===== src/hdl/wpl_pkg.sv =====
// shared types and constants for the waypoint list prune engine
package wpl_pkg;

    // fixed field widths
    localparam int unsigned CMD_W   = 2;
    localparam int unsigned COORD_W = 16;
    localparam int unsigned KIND_W  = 2;
    localparam int unsigned POS_W   = 6;
    localparam int unsigned CAP_W   = 7;
    localparam int unsigned ENTRY_W = 7;
    localparam int unsigned WORD_W  = KIND_W + 2 * COORD_W;

    // list capacity after reset
    localparam logic [CAP_W-1:0] CAP_RESET = 7'd64;

    // waypoint kind that prune may drop
    localparam logic [KIND_W-1:0] KIND_REGULAR = 2'd0;

    // command codes
    typedef enum logic [CMD_W-1:0] {
        CMD_INSERT = 2'd0,
        CMD_REMOVE = 2'd1,
        CMD_PRUNE  = 2'd2
    } cmd_t;

    // one request as seen by the sequencer
    typedef struct packed {
        cmd_t                       command;
        logic signed [COORD_W-1:0]  coord_x;
        logic signed [COORD_W-1:0]  coord_y;
        logic [KIND_W-1:0]          point_kind;
        logic [POS_W-1:0]           position;
    } req_t;

    // one result
    typedef struct packed {
        logic               ok;
        logic [ENTRY_W-1:0] entry_count;
        logic               is_full;
        logic               is_empty;
    } rsp_t;

endpackage


===== src/hdl/wpl_req_if.sv =====
// request channel: command and waypoint payload with valid/ready
interface wpl_req_if
    import wpl_pkg::*;
();
    logic                       valid;
    logic                       ready;
    logic [CMD_W-1:0]           command;
    logic signed [COORD_W-1:0]  coord_x;
    logic signed [COORD_W-1:0]  coord_y;
    logic [KIND_W-1:0]          point_kind;
    logic [POS_W-1:0]           position;

    modport source (
        output valid, command, coord_x, coord_y, point_kind, position,
        input  ready
    );

    modport sink (
        input  valid, command, coord_x, coord_y, point_kind, position,
        output ready
    );
endinterface


===== src/hdl/wpl_rsp_if.sv =====
// result channel: status and list count with valid/ready
interface wpl_rsp_if
    import wpl_pkg::*;
();
    logic               valid;
    logic               ready;
    logic               ok;
    logic [ENTRY_W-1:0] entry_count;
    logic               is_full;
    logic               is_empty;

    modport source (
        output valid, ok, entry_count, is_full, is_empty,
        input  ready
    );

    modport sink (
        input  valid, ok, entry_count, is_full, is_empty,
        output ready
    );
endinterface


===== src/hdl/wpl_store.sv =====
// waypoint store: one write port, one read port, registered read data
module wpl_store
    import wpl_pkg::*;
#(
    parameter int unsigned MAX_ENTRIES = 64,
    parameter int unsigned AW          = 6
) (
    input  logic              clk,
    input  logic              we,
    input  logic [AW-1:0]     waddr,
    input  logic [WORD_W-1:0] wdata,
    input  logic [AW-1:0]     raddr,
    output logic [WORD_W-1:0] rdata
);

    logic [WORD_W-1:0] store_mem [MAX_ENTRIES];
    logic [WORD_W-1:0] rdata_reg;

    // write port
    always_ff @(posedge clk)
    begin
        if (we)
        begin
            store_mem[waddr] <= wdata;
        end
    end

    // read port, registered read data
    always_ff @(posedge clk)
    begin
        rdata_reg <= store_mem[raddr];
    end

    assign rdata = rdata_reg;

endmodule


===== src/hdl/wpl_seq.sv =====
// command sequencer: insert, remove with gap closing, prune scan and compaction
module wpl_seq
    import wpl_pkg::*;
#(
    parameter int unsigned MAX_ENTRIES = 64
) (
    input  logic              clk,
    input  logic              rst_n,
    input  logic [CAP_W-1:0]  capacity,
    input  logic              req_valid,
    output logic              req_ready,
    input  req_t              req,
    output logic              res_valid,
    input  logic              res_ready,
    output rsp_t              res
);

    localparam int unsigned AW    = $clog2(MAX_ENTRIES);
    localparam int unsigned CW    = $clog2(MAX_ENTRIES + 1);
    localparam int unsigned CMP_W = (CW > POS_W) ? CW : POS_W;
    localparam int unsigned FW    = (CW > CAP_W) ? CW : CAP_W;

    typedef enum logic [1:0] {
        S_IDLE,
        S_SCAN,
        S_COPY,
        S_RESP
    } state_t;

    state_t            state_reg, state_next;
    logic [CW-1:0]     count_reg, count_next;
    logic              ok_reg, ok_next;
    logic [AW-1:0]     last_reg, last_next;
    logic [AW-1:0]     iss_ptr_reg, iss_ptr_next;
    logic              iss_on_reg, iss_on_next;
    logic              rd_pend_reg, rd_pend_next;
    logic [AW-1:0]     rd_addr_reg, rd_addr_next;
    logic [AW-1:0]     wr_ptr_reg, wr_ptr_next;
    logic              filter_reg, filter_next;

    logic              mem_we;
    logic [AW-1:0]     mem_waddr;
    logic [WORD_W-1:0] mem_wdata;
    logic [AW-1:0]     mem_raddr;
    logic [WORD_W-1:0] mem_rdata;

    logic [FW-1:0]     cap_ext;
    logic [FW-1:0]     eff_cap;
    logic              full_now;
    logic [CMP_W-1:0]  pos_ext;
    logic [CMP_W-1:0]  cnt_ext;
    logic [AW-1:0]     pos_addr;
    logic [AW-1:0]     cur_last;
    logic              rd_keep;
    logic              rd_at_last;

    wpl_store #(
        .MAX_ENTRIES (MAX_ENTRIES),
        .AW          (AW)
    ) u_store (
        .clk   (clk),
        .we    (mem_we),
        .waddr (mem_waddr),
        .wdata (mem_wdata),
        .raddr (mem_raddr),
        .rdata (mem_rdata)
    );

    // effective capacity and status
    always_comb
    begin
        cap_ext  = FW'(capacity);
        eff_cap  = (cap_ext > FW'(MAX_ENTRIES)) ? FW'(MAX_ENTRIES) : cap_ext;
        full_now = FW'(count_reg) >= eff_cap;
        pos_ext  = CMP_W'(req.position);
        cnt_ext  = CMP_W'(count_reg);
        pos_addr = pos_ext[AW-1:0];
        cur_last = AW'(count_reg - CW'(1));
    end

    // classify the entry returned by the store this cycle
    assign rd_keep    = mem_rdata[WORD_W-1 -: KIND_W] != KIND_REGULAR;
    assign rd_at_last = rd_addr_reg == last_reg;

    // result and handshake
    assign req_ready       = state_reg == S_IDLE;
    assign res_valid       = state_reg == S_RESP;
    assign res.ok          = ok_reg;
    assign res.entry_count = ENTRY_W'(count_reg);
    assign res.is_full     = full_now;
    assign res.is_empty    = count_reg == '0;

    // next state; reads run ahead of writes, so no entry is read and written together
    always_comb
    begin
        state_next   = state_reg;
        count_next   = count_reg;
        ok_next      = ok_reg;
        last_next    = last_reg;
        iss_ptr_next = iss_ptr_reg;
        iss_on_next  = iss_on_reg;
        rd_pend_next = 1'b0;
        rd_addr_next = iss_ptr_reg;
        wr_ptr_next  = wr_ptr_reg;
        filter_next  = filter_reg;
        mem_we       = 1'b0;
        mem_waddr    = wr_ptr_reg;
        mem_wdata    = mem_rdata;
        mem_raddr    = iss_ptr_reg;

        unique case (state_reg)
            S_IDLE:
            begin
                if (req_valid)
                begin
                    last_next  = cur_last;
                    state_next = S_RESP;
                    unique case (req.command)
                        CMD_INSERT:
                        begin
                            ok_next = !full_now;
                            if (!full_now)
                            begin
                                mem_we     = 1'b1;
                                mem_waddr  = AW'(count_reg);
                                mem_wdata  = {req.point_kind, req.coord_y, req.coord_x};
                                count_next = count_reg + CW'(1);
                            end
                        end
                        CMD_REMOVE:
                        begin
                            ok_next = pos_ext < cnt_ext;
                            if (pos_ext < cnt_ext)
                            begin
                                if (pos_addr == cur_last)
                                begin
                                    count_next = count_reg - CW'(1);
                                end
                                else
                                begin
                                    iss_ptr_next = pos_addr + AW'(1);
                                    iss_on_next  = 1'b1;
                                    wr_ptr_next  = pos_addr;
                                    filter_next  = 1'b0;
                                    state_next   = S_COPY;
                                end
                            end
                        end
                        CMD_PRUNE:
                        begin
                            ok_next = 1'b1;
                            if (count_reg > CW'(1))
                            begin
                                iss_ptr_next = cur_last;
                                iss_on_next  = 1'b1;
                                state_next   = S_SCAN;
                            end
                        end
                        default:
                        begin
                            ok_next = 1'b0;
                        end
                    endcase
                end
            end

            // walk back from the tail looking for the anchor entry
            S_SCAN:
            begin
                if (iss_on_reg)
                begin
                    rd_pend_next = 1'b1;
                    iss_on_next  = iss_ptr_reg != '0;
                    iss_ptr_next = iss_ptr_reg - AW'(1);
                end
                if (rd_pend_reg && (rd_keep || rd_addr_reg == '0))
                begin
                    rd_pend_next = 1'b0;
                    iss_on_next  = 1'b0;
                    if (rd_at_last)
                    begin
                        state_next = S_RESP;
                    end
                    else
                    begin
                        iss_ptr_next = rd_addr_reg + AW'(1);
                        iss_on_next  = 1'b1;
                        wr_ptr_next  = rd_addr_reg + AW'(1);
                        filter_next  = 1'b1;
                        state_next   = S_COPY;
                    end
                end
            end

            // stream entries toward the head, dropping regular ones other than the tail when filtering
            S_COPY:
            begin
                if (iss_on_reg)
                begin
                    rd_pend_next = 1'b1;
                    iss_on_next  = iss_ptr_reg != last_reg;
                    iss_ptr_next = iss_ptr_reg + AW'(1);
                end
                if (rd_pend_reg)
                begin
                    if (!filter_reg || rd_keep || rd_at_last)
                    begin
                        mem_we      = 1'b1;
                        wr_ptr_next = wr_ptr_reg + AW'(1);
                    end
                    if (rd_at_last)
                    begin
                        count_next   = CW'(wr_ptr_reg) + CW'(1);
                        rd_pend_next = 1'b0;
                        iss_on_next  = 1'b0;
                        state_next   = S_RESP;
                    end
                end
            end

            S_RESP:
            begin
                if (res_ready)
                begin
                    state_next = S_IDLE;
                end
            end

            default:
            begin
                state_next = S_IDLE;
            end
        endcase
    end

    // state and registered outputs
    always_ff @(posedge clk or negedge rst_n)
    begin
        if (!rst_n)
        begin
            state_reg   <= S_IDLE;
            count_reg   <= '0;
            ok_reg      <= 1'b0;
            last_reg    <= '0;
            iss_ptr_reg <= '0;
            iss_on_reg  <= 1'b0;
            rd_pend_reg <= 1'b0;
            rd_addr_reg <= '0;
            wr_ptr_reg  <= '0;
            filter_reg  <= 1'b0;
        end
        else
        begin
            state_reg   <= state_next;
            count_reg   <= count_next;
            ok_reg      <= ok_next;
            last_reg    <= last_next;
            iss_ptr_reg <= iss_ptr_next;
            iss_on_reg  <= iss_on_next;
            rd_pend_reg <= rd_pend_next;
            rd_addr_reg <= rd_addr_next;
            wr_ptr_reg  <= wr_ptr_next;
            filter_reg  <= filter_next;
        end
    end

endmodule


===== src/hdl/waypoint_list_prune_engine.sv =====
// top level of the waypoint list prune engine
//
// usage: one request on req (command, coord_x, coord_y, point_kind, position)
// gives exactly one result on rsp (ok, entry_count, is_full, is_empty).
// the list lives in a single-port-write, single-port-read memory of
// MAX_ENTRIES entries with a registered read; requests are served one at a time.
// how each command runs before its result is valid:
//   insert, failed command, remove at the tail, prune of fewer than two
//     entries: straight from idle to the result state
//   remove at position p below the tail: the entries after p shift down, one
//     shifted entry per cycle through the memory port
//   prune of n entries: a backward scan for the anchor, then a compaction
//     pass unless the anchor is the tail, each one entry per memory read
// capacity is set through cfg_we/cfg_wdata while no request is in flight.
// reset empties the list and sets capacity to 64; no clearing pass is run.
// rsp is held in an output register: a new request is taken while an earlier
// result waits on a stalled receiver; the next result waits in the engine
// until the output register frees, and req.ready stays low meanwhile.
module waypoint_list_prune_engine
    import wpl_pkg::*;
#(
    parameter int unsigned MAX_ENTRIES = 64
) (
    input  logic             clk,
    input  logic             rst_n,
    wpl_req_if.sink          req,
    wpl_rsp_if.source        rsp,
    input  logic             cfg_we,
    input  logic [CAP_W-1:0] cfg_wdata
);

    logic [CAP_W-1:0] cap_reg;
    rsp_t             rsp_reg;
    logic             rsp_valid_reg, rsp_valid_next;
    req_t             seq_req;
    logic             seq_ready;
    logic             res_valid;
    logic             res_ready;
    rsp_t             res;

    // capacity register
    always_ff @(posedge clk or negedge rst_n)
    begin
        if (!rst_n)
        begin
            cap_reg <= CAP_RESET;
        end
        else if (cfg_we)
        begin
            cap_reg <= cfg_wdata;
        end
    end

    // request payload into the sequencer
    assign seq_req.command    = cmd_t'(req.command);
    assign seq_req.coord_x    = req.coord_x;
    assign seq_req.coord_y    = req.coord_y;
    assign seq_req.point_kind = req.point_kind;
    assign seq_req.position   = req.position;
    assign req.ready          = seq_ready;

    wpl_seq #(
        .MAX_ENTRIES (MAX_ENTRIES)
    ) u_seq (
        .clk       (clk),
        .rst_n     (rst_n),
        .capacity  (cap_reg),
        .req_valid (req.valid),
        .req_ready (seq_ready),
        .req       (seq_req),
        .res_valid (res_valid),
        .res_ready (res_ready),
        .res       (res)
    );

    // output register
    assign res_ready = !rsp_valid_reg || rsp.ready;

    always_comb
    begin
        rsp_valid_next = rsp_valid_reg;
        if (res_valid && res_ready)
        begin
            rsp_valid_next = 1'b1;
        end
        else if (rsp.ready)
        begin
            rsp_valid_next = 1'b0;
        end
    end

    always_ff @(posedge clk or negedge rst_n)
    begin
        if (!rst_n)
        begin
            rsp_valid_reg <= 1'b0;
        end
        else
        begin
            rsp_valid_reg <= rsp_valid_next;
        end
    end

    always_ff @(posedge clk)
    begin
        if (res_valid && res_ready)
        begin
            rsp_reg <= res;
        end
    end

    assign rsp.valid       = rsp_valid_reg;
    assign rsp.ok          = rsp_reg.ok;
    assign rsp.entry_count = rsp_reg.entry_count;
    assign rsp.is_full     = rsp_reg.is_full;
    assign rsp.is_empty    = rsp_reg.is_empty;

    // no new request while a finished result is still in the engine
    a_no_req_during_result: assert property (
        @(posedge clk) disable iff (!rst_n)
        res_valid |-> !seq_ready
    ) else $error("request taken while a result is pending");

    // a result handed over shows on rsp in the next cycle
    a_result_reaches_port: assert property (
        @(posedge clk) disable iff (!rst_n)
        (res_valid && res_ready) |=> rsp.valid
    ) else $error("handed-over result missing on rsp");

    // each request yields a single result
    a_single_result: assert property (
        @(posedge clk) disable iff (!rst_n)
        (res_valid && res_ready) |=> !res_valid
    ) else $error("result repeated");

endmodule


===== src/flat_wrapper.sv =====
// flat-port wrapper written by rule: the top's interface ports become plain ports
module waypoint_list_prune_engine_flat import wpl_pkg::*;
#(
    parameter int unsigned MAX_ENTRIES = 64
)
  (clk, rst_n, cfg_we, cfg_wdata, req_valid, req_command, req_coord_x, req_coord_y, req_point_kind, req_position, req_ready, rsp_valid, rsp_ok, rsp_entry_count, rsp_is_full, rsp_is_empty, rsp_ready);
  wpl_req_if req_i ();
  wpl_rsp_if rsp_i ();
  input  logic clk;
  input  logic rst_n;
  input  logic cfg_we;
  input  logic [CAP_W-1:0] cfg_wdata;
  input wire logic [$bits(req_i.valid)-1:0] req_valid;
  input wire logic [$bits(req_i.command)-1:0] req_command;
  input wire logic [$bits(req_i.coord_x)-1:0] req_coord_x;
  input wire logic [$bits(req_i.coord_y)-1:0] req_coord_y;
  input wire logic [$bits(req_i.point_kind)-1:0] req_point_kind;
  input wire logic [$bits(req_i.position)-1:0] req_position;
  output wire logic [$bits(req_i.ready)-1:0] req_ready;
  output wire logic [$bits(rsp_i.valid)-1:0] rsp_valid;
  output wire logic [$bits(rsp_i.ok)-1:0] rsp_ok;
  output wire logic [$bits(rsp_i.entry_count)-1:0] rsp_entry_count;
  output wire logic [$bits(rsp_i.is_full)-1:0] rsp_is_full;
  output wire logic [$bits(rsp_i.is_empty)-1:0] rsp_is_empty;
  input wire logic [$bits(rsp_i.ready)-1:0] rsp_ready;
  assign req_i.valid = req_valid;
  assign req_i.command = req_command;
  assign req_i.coord_x = req_coord_x;
  assign req_i.coord_y = req_coord_y;
  assign req_i.point_kind = req_point_kind;
  assign req_i.position = req_position;
  assign req_ready = req_i.ready;
  assign rsp_valid = rsp_i.valid;
  assign rsp_ok = rsp_i.ok;
  assign rsp_entry_count = rsp_i.entry_count;
  assign rsp_is_full = rsp_i.is_full;
  assign rsp_is_empty = rsp_i.is_empty;
  assign rsp_i.ready = rsp_ready;
  waypoint_list_prune_engine #(.MAX_ENTRIES(MAX_ENTRIES)) u_core (.clk(clk), .rst_n(rst_n), .req(req_i), .rsp(rsp_i), .cfg_we(cfg_we), .cfg_wdata(cfg_wdata));
endmodule

===== config.mk =====
export PLATFORM = sky130hd
export DESIGN_NAME = waypoint_list_prune_engine_flat
export DESIGN_NICKNAME = d
export VERILOG_FILES = /design/src/hdl/wpl_pkg.sv /design/src/hdl/wpl_req_if.sv /design/src/hdl/wpl_rsp_if.sv /design/src/hdl/wpl_store.sv /design/src/hdl/wpl_seq.sv /design/src/hdl/waypoint_list_prune_engine.sv /design/src/flat_wrapper.sv
export SDC_FILE = /design/constraint.sdc
export NUM_CORES = 1
export LEC_CHECK = 0
export BUFFER_PORTS_ARGS = -buffer_cell sky130_fd_sc_hd__buf_2
export CAP_MARGIN = 20
export CORE_MARGIN = 4
export CORE_UTILIZATION = 40
export CTS_BUF_LIST = sky130_fd_sc_hd__clkbuf_4
export DETAILED_ROUTE_END_ITERATION = 16
export GPL_TIMING_DRIVEN = 0
export SYNTH_ARGS = -nofsm -noshare
export SYNTH_HDL_FRONTEND = slang
export SYNTH_SLANG_ARGS = --single-unit

===== constraint.sdc =====
create_clock -name clk -period 8.6 [get_ports clk]
set_clock_uncertainty 0.2 [all_clocks]
set_input_delay 0.86 -clock clk [delete_from_list [all_inputs] [get_ports clk]]
set_output_delay 0.86 -clock clk [all_outputs]
set_load 0.005 [all_outputs]

==> results.md, run 1 <==
- #FFs+latches synth: 185
- Kind of critical path: reg2reg
- Die area: ~26000 µm²
- Combinational Power Share: 46.7%
- Number of flops mapped to enable cells by yosys: around 140
- Pre-antenna DRT Iters: 5
- Leak: ~3.7 nW
- Syn-to-layout area delta: 9.94%
- Worst R2R Start: u_core.u_seq.cnt_ext[0]$_DFFE_PN0P_
- WL met1: roughly 11000 µm
- PwrDens: around 320 nW/µm²
- Met3 wire len: about 1300 µm
- Area leader, netlist: edfxtp_1
- Reg-to-Reg End: u_core.u_seq.u_store.store_mem[58][32]$_DFFE_PP_
- Highest routed layer: met4
- Worst-margin pin slew: roughly 0.97 ns
- Max FFs per register: around 130
- Drt drc: 0
- Post-route ant nets: 0
- Fraction of layout cells with a size suffix above 1: between 10% and 20%
- Finished layout cell area: 10500 µm²
- Setup_tns: 0 ns
- Primary FF master, synth: edfxtp_1
- Sequential fraction of the synthesis area: between 50% and 60%
- Die height: roughly 160 µm
- Total grt overflow: 0
- Largest Register: u_core.u_seq.u_store.store_mem
- Routed WL: 23700 µm
- Peak supply drop: ~100 µV
- Die width: around 160 µm
- Synth Area per Inst: about 12 µm²
- CP Buf/Inv Count: 4
- I/O Buffers: 32
- # setup viols final: 0
- WL per Instance: between 20 and 25 µm
- Clock Power Share: roughly 15%
- Synth cell types: 68
- Post-CTS sizing: 0
- Vias in the first global route: 6436
- Multi-input gate area: 3970 µm²
- Syn Nets: 858
- Crit path launch type: register
- Hold Vio Cnt, Final: 0
- Drt initial violations: just under 600
- CP max-delay cell: a41oi_1
- Ys async rst share: 24.3%
- R2r setup slk: 4.39 ns
- Internal: 0.00192 W
- Number of top-level pins: 66
- Worst path cell trace: buf_4, inv_1, ha_1, nand2b_1, a211oi_1, o21a_1, inv_1, nor2_1, buf_2, nor2_1, a41oi_1, nor2_1
- Detailed placer's ending HPWL: about 17000 µm
- Initial Utilization: about two fifths
- Fraction of power spent switching nets: between 40% and 50%
- Reg power frac: between 30 and 40%
- First-pass GRT wire length: 37300 µm
- Slew Limit Fails: 0
- CTS root buffer: clkbuf_4
- Row count: between 50 and 60
- Fin crit share: about 49%
- Vias: 6488
- Post-DP Area: about 10000 µm²
- Crit path time final: 4.21 ns
- CTS Buffer Depth: 2
- Hold_buf cts: 0
- Worst R2R Path Depth: 12
- CTS sink cnt: ~190
- Post-Syn Instances: 772
- Commonest cells in the netlist: 138 x edfxtp_1, 109 x nor2_1, 47 x nand2_1
- Highest cell delay on the worst timing path: 0.73 ns
- Post-CTS Setup Inserts: 0
- Largest net degree at the start of global routing: 47
- Worst-path maximum fanout: 10
- Tot GR Track Use: between 10% and 20%
- Area share of the largest cell type after synthesis: 43.3%
- Max Cap Viol: 0
- Outcome: finished, final reports clean
- Most frequent CP cell: nor2_1
- Family with the most delay on the worst path: compound AO/OA/AOI/OAI gates
- Clock latency at the later pin of the worst-skew pair: 0.61 ns
- Ranking of synthesized cells by area: edfxtp_1 43%, dfrtp_1 12%, mux4_2 8.5%, nor2_1 4.3%, ha_1 4.2%
- Data arrival, critical path: around 4.3 ns
- Required @ worst endpoint: just under 9 ns
- CTS Buf Count: 17
- H-tree levels: 4
- Register area: approximately 5300 µm²
- Final net count: a little over 900
- Core footprint: between 20000 and 25000 µm²
- Routed wl met2: 11400 µm
- Initial antenna violation count: 1
- Vias per Instance: about 5.6
- Most common cell in the netlist: edfxtp_1
- Max_slew headroom: between 30% and 40%
- CTS tree: done
- RSZ-0062 raised after global routing: no
- Clock slew at reported path FFs: 0.17 ns
- Post-Syn Area: 9570 µm²
- Setup crit end kind: register
- Layout fillers: 2200
- Synth warnings: 0
- Placer congestion estimate: around 0.90
- P_sw: approximately 0.0014 W
- Hold crit path type: in2async
- FMAX: about 240 MHz
-- cells by family after synthesis --
logic type | after synthesis | share of synthesized area (%)
AO/OA/AOI/OAI | 131 | 9.27
XOR/XNOR | 41 | 3.90
adder cells (fa/ha/maj) | 32 | 4.18
buffers and inverters | 73 | 3.03
flip-flops | 185 | 55.5
multiplexers | 75 | 12.8
AND/OR/NAND/NOR | 235 | 11.3
-- through the flow --
| stage | utilization, % | hold WS [ns] | cells | setup slack [ns] | total power (W) |
|---|---|---|---|---|---|
| floorplan | - | 0.152 | 772 | 5.02 | 0.00237 |
| global placement | 43.2 | 0.154 | 1123 | 3.51 | 0.00281 |
| detailed placement | 43.4 | 0.159 | 1126 | 4.43 | 0.00283 |
| CTS | 44.8 | 0.0147 | 1158 | 4.39 | 0.00334 |
| global route | 44.8 | 0.0293 | 1159 | 4.15 | 0.00354 |
| finish | 44.8 | 0.0364 | 1159 | 4.39 | 0.00334 |
-- worst reg2reg max path, delay by kind of cell (launching register included) --
kind | cells | cell delay, ns
simple gates | 4 | 0.80
fa+ha+maj | 1 | 0.30
compound gates | 3 | 1.20
flops | 1 | 0.56
buf+inv | 4 | 0.88
-- final cells by class --
class | count | area share, %
diodes | 1 | 0.0238
plain buffers | 44 | 1.72
clock inverters | 15 | 1.87
inverters | 29 | 1.03
well taps | 319 | 3.79
repair buffers | 35 | 2.09
clock buffers | 17 | 1.21
flip-flops and latches | 185 | 50.5
multi-input cells | 514 | 37.8
-- power groups by stage --
stage / registers, W / clock network, W / logic (W)
after CTS: 0.00127 / 0.000521 / 0.00155
after floorplan: 0.00126 / 0 / 0.00110
final: 0.00127 / 0.000510 / 0.00156
after global placement: 0.00130 / 0 / 0.00151
after detailed placement: 0.00129 / 0 / 0.00154
after global routing: 0.00128 / 0.000561 / 0.00170
-- metal layers --
metal / GRT usage [%] / vias up
met4: 4.73 / 0
met3: 3.24 / 32
met2: 30.4 / 226
li1: - / 2993
met5: 0 / -
met1: 25.6 / 3237
-- how the worst max path moves through the flow --
stage	slack, ns	cells past startpoint	startpoint	end
final	4.39	12	u_core.u_seq.cnt_ext[0]$_DFFE_PN0P_	u_core.u_seq.u_store.store_mem[58][32]$_DFFE_PP_
after global routing	4.15	12	u_core.u_seq.cnt_ext[0]$_DFFE_PN0P_	u_core.u_seq.u_store.store_mem[58][32]$_DFFE_PP_
after CTS	4.39	12	u_core.u_seq.cnt_ext[0]$_DFFE_PN0P_	u_core.u_seq.u_store.store_mem[58][32]$_DFFE_PP_
after detailed placement	4.43	12	u_core.u_seq.cnt_ext[0]$_DFFE_PN0P_	u_core.u_seq.u_store.store_mem[57][33]$_DFFE_PP_
after global placement	3.51	11	u_core.u_seq.cnt_ext[0]$_DFFE_PN0P_	u_core.u_seq.u_store.store_mem[2][32]$_DFFE_PP_
after floorplan	5.02	11	u_core.u_seq.cnt_ext[0]$_DFFE_PN0P_	u_core.u_seq.u_store.store_mem[0][32]$_DFFE_PP_
-- cell usage in the layout, fill, tap and decap left out, types with 3 or more instances in the layout --
| cell type | n |
|---|---|
| edfxtp_1 | 138 |
| nor2_1 | 109 |
| nand2_1 | 45 |
| dfrtp_1 | 44 |
| buf_2 | 42 |
| mux4_2 | 36 |
| o21ai_0 | 34 |
| ha_1 | 32 |
| xnor2_1 | 30 |
| inv_1 | 28 |
| clkbuf_1 | 28 |
| a21oi_1 | 24 |
| nand3_1 | 23 |
| mux2i_1 | 22 |
| mux2_2 | 17 |
| clkbuf_4 | 17 |
| nor3_1 | 16 |
| a31oi_1 | 12 |
| a22oi_1 | 10 |
| xor2_1 | 10 |
| a211oi_1 | 8 |
| o2111ai_1 | 6 |
| clkinv_8 | 6 |
| nor2b_1 | 5 |
| buf_1 | 5 |
| o211ai_1 | 4 |
| a32oi_1 | 4 |
| and3_1 | 4 |
| nor4_1 | 4 |
| nand2b_1 | 3 |
| a211o_1 | 3 |
| and2_1 | 3 |
| a41oi_1 | 3 |
| nor3b_1 | 3 |
| clkinv_4 | 3 |
| buf_12 | 3 |
Note: power is estimated with default switching activity, not from simulation.
==> run 2: changes to the inputs <==
--- a/config.mk
+++ b/config.mk
@@ -5,6 +5,7 @@
 export SDC_FILE = /design/constraint.sdc
 export NUM_CORES = 1
 export LEC_CHECK = 0
+export ABC_AREA = 1
 export BUFFER_PORTS_ARGS = -buffer_cell sky130_fd_sc_hd__buf_2
 export CAP_MARGIN = 20
 export CORE_MARGIN = 4
==> constraint.sdc (replaced) <==
create_clock -name clk -period 3.93 [get_ports clk]
set_clock_uncertainty 0.2 [all_clocks]
set_input_delay 0.393 -clock clk [delete_from_list [all_inputs] [get_ports clk]]
set_output_delay 0.393 -clock clk [all_outputs]
set_load 0.005 [all_outputs]
==> results.md, run 2 <==
- Vias in the first global route: 7970 (+24%)
- Slew Limit Fails: 0 (unchanged)
- Most frequent CP cell: nand2_1
- CP max-delay cell: dfrtp_1
- Row count: 57 (+1.8%)
- PnR Total Power: 0.00834 W (+150%)
- Max Cap Viol: 0 (unchanged)
- Die height: 166 µm (+1.7%)
- # setup viols final: 0 (unchanged)
- Leak: 4.39 nW (+19%)
- CTS Buffer Depth: 2 (unchanged)
- FMAX: 273 MHz (+15%)
- Vias per Instance: 5.40 (-3.6%)
- Core Util, Final: 45.4% (+0.62 points)
- Layout fillers: 2431 (+11%)
- Peak supply drop: 299 µV (+190%)
- Required @ worst endpoint: 4.05 ns (-4.67 ns)
- Largest net degree at the start of global routing: 52 (+11%)
- H-tree levels: 4 (unchanged)
- Combinational Power Share: 52.8% (+6.1 points)
- Data arrival, critical path: 3.78 ns (-0.55 ns)
- Routed WL: 28800 µm (+22%)
- CP startpoint: u_core.cap_reg[2]$_DFFE_PN0P_
- Primary FF master, synth: edfxtp_1
- Die width: 166 µm (+1.7%)
- Core footprint: 24400 µm² (+3.9%)
- Synth Area per Inst: 8.91 µm² (-28%)
- PwrDens: 752 nW/µm² (+140%)
- Syn-to-layout area delta: 11.7%
- I/O Buffers: 32 (unchanged)
- Highest cell delay on the worst timing path: 0.43 ns (-0.30 ns)
- Internal: 0.00418 W (+120%)
- P_sw: 0.00416 W (+190%)
- R2r setup slk: 0.27 ns (-4.13 ns)
- Setup_tns: 0 ns (unchanged)
- Synth cell types: 50 (-26%)
- Clock latency at the later pin of the worst-skew pair: 0.61 ns (about the same)
- Initial Utilization: 40.7% (-0.089 points)
- Crit path launch type: register
- Outcome: finished, final reports clean
- Synth warnings: 0 (unchanged)
- RSZ-0062 raised after global routing: no
- Die area: 27400 µm² (+3.5%)
- Max FFs per register: 128 (unchanged)
- Worst-margin pin slew: 0.759 ns (-0.208 ns)
- Fraction of power spent switching nets: 49.9% (+7.4 points)
- CTS Buf Count: 17 (unchanged)
- Number of flops mapped to enable cells by yosys: 138 (unchanged)
- Commonest cells after routing, fill and taps aside: 230 x nand2_1, 184 x nor2_1, 138 x edfxtp_1
- Commonest cells in the netlist: 232 x nand2_1, 184 x nor2_1, 138 x edfxtp_1
- Fraction of layout cells with a size suffix above 1: 12.1% (-5.4 points)
- #FFs+latches synth: 185 (unchanged)
- Fin crit share: 93.1% (+44 points)
- Final net count: 1279 (+40%)
- Ranking of synthesized cells by area: edfxtp_1 42%, dfrtp_1 11%, nand2_1 8.8%, nor2_1 7.0%, o21ai_0 5.3%
- Syn Nets: 1200 (+40%)
- Most common cell after layout, fill and taps aside: nand2_1
- Clock slew at reported path FFs: 0.17 ns (about the same)
- Crit path to: u_core.u_seq.u_store.store_mem[14][33]$_DFFE_PP_
- Area share of the largest cell type after synthesis: 41.8% (-1.5 points)
- CTS sink cnt: 185 (unchanged)
- Pre-antenna DRT Iters: 5 (unchanged)
- Initial antenna violation count: 1 (unchanged)
- Max_slew headroom: 49.4% (+15 points)
- Ys async rst share: 24.3% (unchanged)
- Post-Syn Area: 9920 µm² (+3.7%)
- Hold crit path type: in2reg
- Placer congestion estimate: 0.922 (+2.3%)
- Hold Vio Cnt, Final: 0 (unchanged)
- Tot GR Track Use: 21.6% (+3.1 points)
- Drt initial violations: 923 (+58%)
- Sequential fraction of the synthesis area: 53.5% (-2.0 points)
- Worst R2R Start: u_core.cap_reg[2]$_DFFE_PN0P_
- Kind of critical path: reg2reg
- CTS root buffer: clkbuf_4
- Post-CTS sizing: 0 (unchanged)
- Number of top-level pins: 66 (unchanged)
- Largest Register: u_core.u_seq.u_store.store_mem
- Reg-to-Reg End: u_core.u_seq.u_store.store_mem[14][33]$_DFFE_PP_
- Setup crit end kind: register
- Crit path time final: 3.66 ns (-0.545 ns)
- Post-route ant nets: 0 (unchanged)
- Vias: 8264 (+27%)
- CTS tree: done
- Total grt overflow: 0 (unchanged)
- Worst-path maximum fanout: 8 (-2)
- Worst path cell trace: nor4_1, nand3_1, nand2_1, nand2_1, ha_1, nand2_2, inv_2, nand2_1, nand2_1, nand3b_1, nor2_2, nand3_1, nand2_2, nand4_1, nor2_1
- Drt drc: 0 (unchanged)
- WL per Instance: 18.8 µm (-7.9%)
- First-pass GRT wire length: 44900 µm (+20%)
- Most common cell in the netlist: nand2_1
- Post-Syn Instances: 1114 (+44%)
- Reg power frac: 33.9% (-4.1 points)
- Detailed placer's ending HPWL: 20400 µm (+17%)
- Area leader, netlist: edfxtp_1
- Worst R2R Path Depth: 15 (+3)
- Clock Power Share: 13.2% (-2.1 points)
## run 2: cell types whose count changed in the layout (fill, tap and decap cells not counted), moves of 13 or more
cell / before / now
dlygate4sd3_1: 0 / 15
nand2_1: 45 / 230
buf_4: 1 / 14
mux2_2: 17 / 4
nand4_1: 2 / 24
o21ai_0: 34 / 105
inv_1: 28 / 66
nand3_1: 23 / 76
mux2i_1: 22 / 0
xnor2_1: 30 / 3
mux4_2: 36 / 0
nor2_1: 109 / 184
## run 2: cell type report
cell class / instances / area (µm²) / area share, %
inverter: 78 / 293 / 2.64
antenna: 1 / 2.50 / 0.0226
tap: 324 / 405 / 3.66
timing repair buffer: 60 / 445 / 4.02
clock buffer: 17 / 128 / 1.15
buffer: 46 / 201 / 1.82
multi-input combinational: 805 / 4120 / 37.2
clock inverter: 15 / 175 / 1.58
sequential: 185 / 5310 / 47.9
## run 2: kinds of logic (layout without fill, tap and decap cells)
| group | after synthesis | count (layout) | synth area share [%] |
|---|---|---|---|
| other | 0 | 1 | 0 |
| buffers and inverters | 124 | 216 | 4.98 |
| DFF | 185 | 185 | 53.5 |
| xor gates and xnor gates | 14 | 14 | 1.24 |
| muxes | 4 | 4 | 0.454 |
| AOI/OAI and AO/OA | 192 | 192 | 11.3 |
| and+or+nand+nor | 563 | 563 | 24.5 |
| adders and majority gates | 32 | 32 | 4.03 |
## run 2: critical path: cells and delay by family (launching register included)
kind / cells / cell delay, ns
simple gates: 13 / 2.44
fa+ha+maj: 1 / 0.31
buf+inv: 1 / 0.03
flops: 1 / 0.43
## run 2: per-stage QoR
stage	hold slack, ns	instance area (µm²)	instances	worst slack [ns]
after floorplan	-0.103	9920	1114	0.609
after global placement	0.155	10500	1470	-0.622
after detailed placement	0.164	10500	1472	-0.0973
after CTS	0.00744	11000	1523	0.0355
after global routing	0.0508	11100	1531	0.00923
final	0.0249	11100	1531	0.269
## run 2: worst min-delay path by stage
stage,from,to,depth (start not counted)
CTS,cfg_we,u_core.cap_reg[0]$_DFFE_PN0P_,2
global placement,u_core.u_seq.iss_ptr_reg[4]$_DFFE_PN0P_,u_core.u_seq.rd_addr_reg[4]$_DFF_PN0_,0
finish,cfg_we,u_core.cap_reg[0]$_DFFE_PN0P_,2
floorplan,rst_n,u_core.cap_reg[0]$_DFFE_PN0P_,0
global route,cfg_we,u_core.cap_reg[0]$_DFFE_PN0P_,2
detailed placement,u_core.u_seq.iss_ptr_reg[5]$_DFFE_PN0P_,u_core.u_seq.rd_addr_reg[5]$_DFF_PN0_,0
## run 2: power by group through the flow
| stage | clock network (W) | logic (W) | registers (W) |
|---|---|---|---|
| floorplan | 0 | 0.00294 | 0.00281 |
| global placement | 0 | 0.00424 | 0.00291 |
| detailed placement | 0 | 0.00432 | 0.00288 |
| CTS | 0.00112 | 0.00436 | 0.00283 |
| global route | 0.00121 | 0.00490 | 0.00287 |
| finish | 0.00110 | 0.00441 | 0.00283 |
## run 2: repair_timing
action / 4_1_cts / 5_1_grt
hold buffers: 15 / 0
buffers inserted: 4 / 5
endpoints found under the hold margin: 56 / 0
endpoints found under the setup margin: 24 / 54
pin swaps: 2 / 5
## run 2: metal layers
layer	up-vias	share of wire (%)	routed length (µm)	GRT usage, %
met5	-	0	0	0
met4	0	2.1	612	7.12
met3	39	7.3	2100	3.47
met2	317	48	13700	35.2
met1	3926	43	12400	29.6
li1	3982	-	-	-
==> run 3: changes to the inputs <==
--- a/config.mk
+++ b/config.mk
@@ -13,6 +13,7 @@
 export CTS_BUF_LIST = sky130_fd_sc_hd__clkbuf_4
 export DETAILED_ROUTE_END_ITERATION = 16
 export GPL_TIMING_DRIVEN = 0
+export PLACE_DENSITY_LB_ADDON = 0.25
 export SYNTH_ARGS = -nofsm -noshare
 export SYNTH_HDL_FRONTEND = slang
 export SYNTH_SLANG_ARGS = --single-unit
==> constraint.sdc (replaced) <==
create_clock -name clk -period 3.6 [get_ports clk]
set_clock_uncertainty 0.2 [all_clocks]
set_input_delay 0.36 -clock clk [delete_from_list [all_inputs] [get_ports clk]]
set_output_delay 0.36 -clock clk [all_outputs]
set_load 0.005 [all_outputs]
==> results.md, run 3 (synthesis gave the netlist of run 2 again) <==
- Total grt overflow: 0 (unchanged)
- Outcome: finished, final reports clean
- Max Cap Viol: 0 (unchanged)
- Syn-to-layout area delta: 13.5%
- WHS: 0.0439 ns (+0.0190 ns)
- Pre-antenna DRT Iters: 7 (+2)
- Core Util, Final: 46.2% (+0.74 points)
- Crit path launch type: register
- Fin crit share: 96.0% (+2.9 points)
- Required @ worst endpoint: 3.72 ns (-0.33 ns)
- Vias in the first global route: 8107 (+1.7%)
- Initial Utilization: 40.7% (unchanged)
- Non-filler cells in the finished layout: 1540 (+0.59%)
- Placed Cells: 1472 (unchanged)
- CTS Buf Count: 17 (unchanged)
- Highest cell delay on the worst timing path: 0.44 ns (about the same)
- Setup ws final: 0.143 ns (-0.126 ns)
- CP max-delay cell: dfrtp_1
- # setup viols final: 0 (unchanged)
- Largest net degree at the start of global routing: 52 (unchanged)
- CTS Buffer Depth: 2 (unchanged)
- Crit path time final: 3.46 ns (-0.204 ns)
- Layout fillers: 2388 (-1.8%)
- Final net count: 1287 (+0.63%)
- Largest Register: u_core.u_seq.u_store.store_mem
- Placer congestion estimate: 0.913 (-1.0%)
- Clock slew at reported path FFs: 0.18 ns (about the same)
- First-pass GRT wire length: 44800 µm (about the same)
- Clock latency at the later pin of the worst-skew pair: 0.61 ns (about the same)
- Initial antenna violation count: 1 (unchanged)
- Core footprint: 24400 µm² (unchanged)
- FMAX: 289 MHz (+5.9%)
- Commonest cells after routing, fill and taps aside: 227 x nand2_1, 169 x nor2_1, 138 x edfxtp_1
- Worst-path maximum fanout: 6 (-2)
- Max_slew headroom: 48.4% (-1.0 points)
- Die area: 27400 µm² (unchanged)
- Kind of critical path: reg2reg
- Tot GR Track Use: 21.6% (+0.037 points)
- Slew Limit Fails: 0 (unchanged)
- Peak supply drop: 306 µV (+2.5%)
- Hold crit path type: in2reg
- Post-route ant nets: 0 (unchanged)
- Die width: 166 µm (unchanged)
- Worst path cell trace: nor4_2, nand3_1, nand2_2, nand2_1, ha_1, nand2_2, inv_2, nand2_1, nand2_1, nand3b_1, nor2_4, nand3_1, nand2_2, nand4_1, buf_4, nor2_1
- H-tree levels: 4 (unchanged)
- Max FFs per register: 128 (unchanged)
- Routed WL: 29400 µm (+2.0%)
- CTS tree: done
- Drt drc: 0 (unchanged)
- Die height: 166 µm (unchanged)
- Most common cell after layout, fill and taps aside: nand2_1
- Fraction of layout cells with a size suffix above 1: 14.0% (+1.9 points)
- Worst-margin pin slew: 0.774 ns (+0.0154 ns)
- I/O Buffers: 32 (unchanged)
- Vias: 8427 (+2.0%)
- CTS sink cnt: 185 (unchanged)
- Number of top-level pins: 66 (unchanged)
- Dpl ws: -0.360 ns (-0.263 ns)
- Setup crit end kind: register
- RSZ-0062 raised after global routing: yes
- WL per Instance: 19.1 µm (+1.4%)
- Leak: 4.44 nW (+1.1%)
- Row count: 57 (unchanged)
- CTS root buffer: clkbuf_4
- Data arrival, critical path: 3.58 ns (-0.20 ns)
- PwrDens: 822 nW/µm² (+9.3%)
- Hold Vio Cnt, Final: 0 (unchanged)
- Detailed placer's ending HPWL: 20700 µm (+1.6%)
- Drt initial violations: 903 (-2.2%)
- Vias per Instance: 5.47 (+1.4%)
## run 3: cell types whose count changed in the layout (fill, tap and decap cells not counted), moves of 2 or more
cell / change
nand2_4: +2
nor2_2: +14
nor2_1: -15
clkinv_1: -2
dlygate4sd3_1: +7
nand3_1: -2
nand2_1: -3
inv_12: +3
nand3_2: +2
## run 3: metal layers
layer | up-vias | wire length, µm | global-route usage [%]
li1 | 3998 | - | -
met1 | 4022 | 12700 | 28.9
met2 | 327 | 13600 | 34.7
met3 | 80 | 1930 | 3.87
met4 | 0 | 1160 | 9.26
met5 | - | 0 | 0
## run 3: path summary, 6_finish.rpt
kind / startpoint / to / slack (ns) / depth (start not counted)
worst max register to register: u_core.cap_reg[2]$_DFFE_PN0P_ / u_core.u_seq.u_store.store_mem[58][32]$_DFFE_PP_ / 0.14 / 16
worst min-delay path: cfg_we / u_core.cap_reg[4]$_DFFE_PN0P_ / 0.04 / 2
min in group asynchronous: rst_n / u_core.u_seq.cnt_ext[0]$_DFFE_PN0P_ / 0.49 / 3
max in group asynchronous: rst_n / u_core.u_seq.iss_ptr_reg[1]$_DFFE_PN0P_ / 2.18 / 4
worst min register to register: u_core.u_seq.iss_ptr_reg[4]$_DFFE_PN0P_ / u_core.u_seq.rd_addr_reg[4]$_DFF_PN0_ / 0.20 / 0
worst max-delay path: u_core.cap_reg[2]$_DFFE_PN0P_ / u_core.u_seq.u_store.store_mem[58][32]$_DFFE_PP_ / 0.14 / 16
## run 3: what timing repair did
item / CTS / global route
endpoints found under the hold margin: 59 / 9
gates resized for setup: 2 / 22
setup endpoints to repair: 86 / 122
cloned: 0 / 0
buffers inserted: 9 / 1
pin swaps: 7 / 3
hold buffers: 21 / 1
## run 3: area by class of cell
cell class	count	area, µm²	area share [%]
Buffer	46	201	1.79
Tap cell	324	405	3.60
Inverter	78	293	2.60
Clock inverter	15	200	1.78
Antenna cell	2	5.00	0.0444
Timing Repair Buffer	68	523	4.64
Multi-Input combinational cell	805	4200	37.3
Sequential cell	185	5310	47.1
Clock buffer	17	128	1.13
## run 3: report_power, final
part           total, W  internal [W]  switching [W]
Combinational   0.00490       0.00143        0.00346
Sequential      0.00310       0.00283       0.000264
Clock           0.00127      0.000353       0.000914
## run 3: per-stage QoR
step           total power [W]  TNS, ns  instance area [µm²]
6_report               0.00926        0                11300
5_1_grt                0.00992   -0.247                11300
4_1_cts                0.00916        0                11100
3_5_place_dp           0.00786   -20.80                10500
3_3_place_gp           0.00781  -133.00                10500
2_1_floorplan          0.00628        0                 9920
## run 3: worst max-delay path: cells and delay by family (launching register included)
family	cells	cell delay (ns)
adders and majority gates	1	0.30
buffers and inverters	2	0.25
and+or+nand+nor	13	2.02
DFF	1	0.44
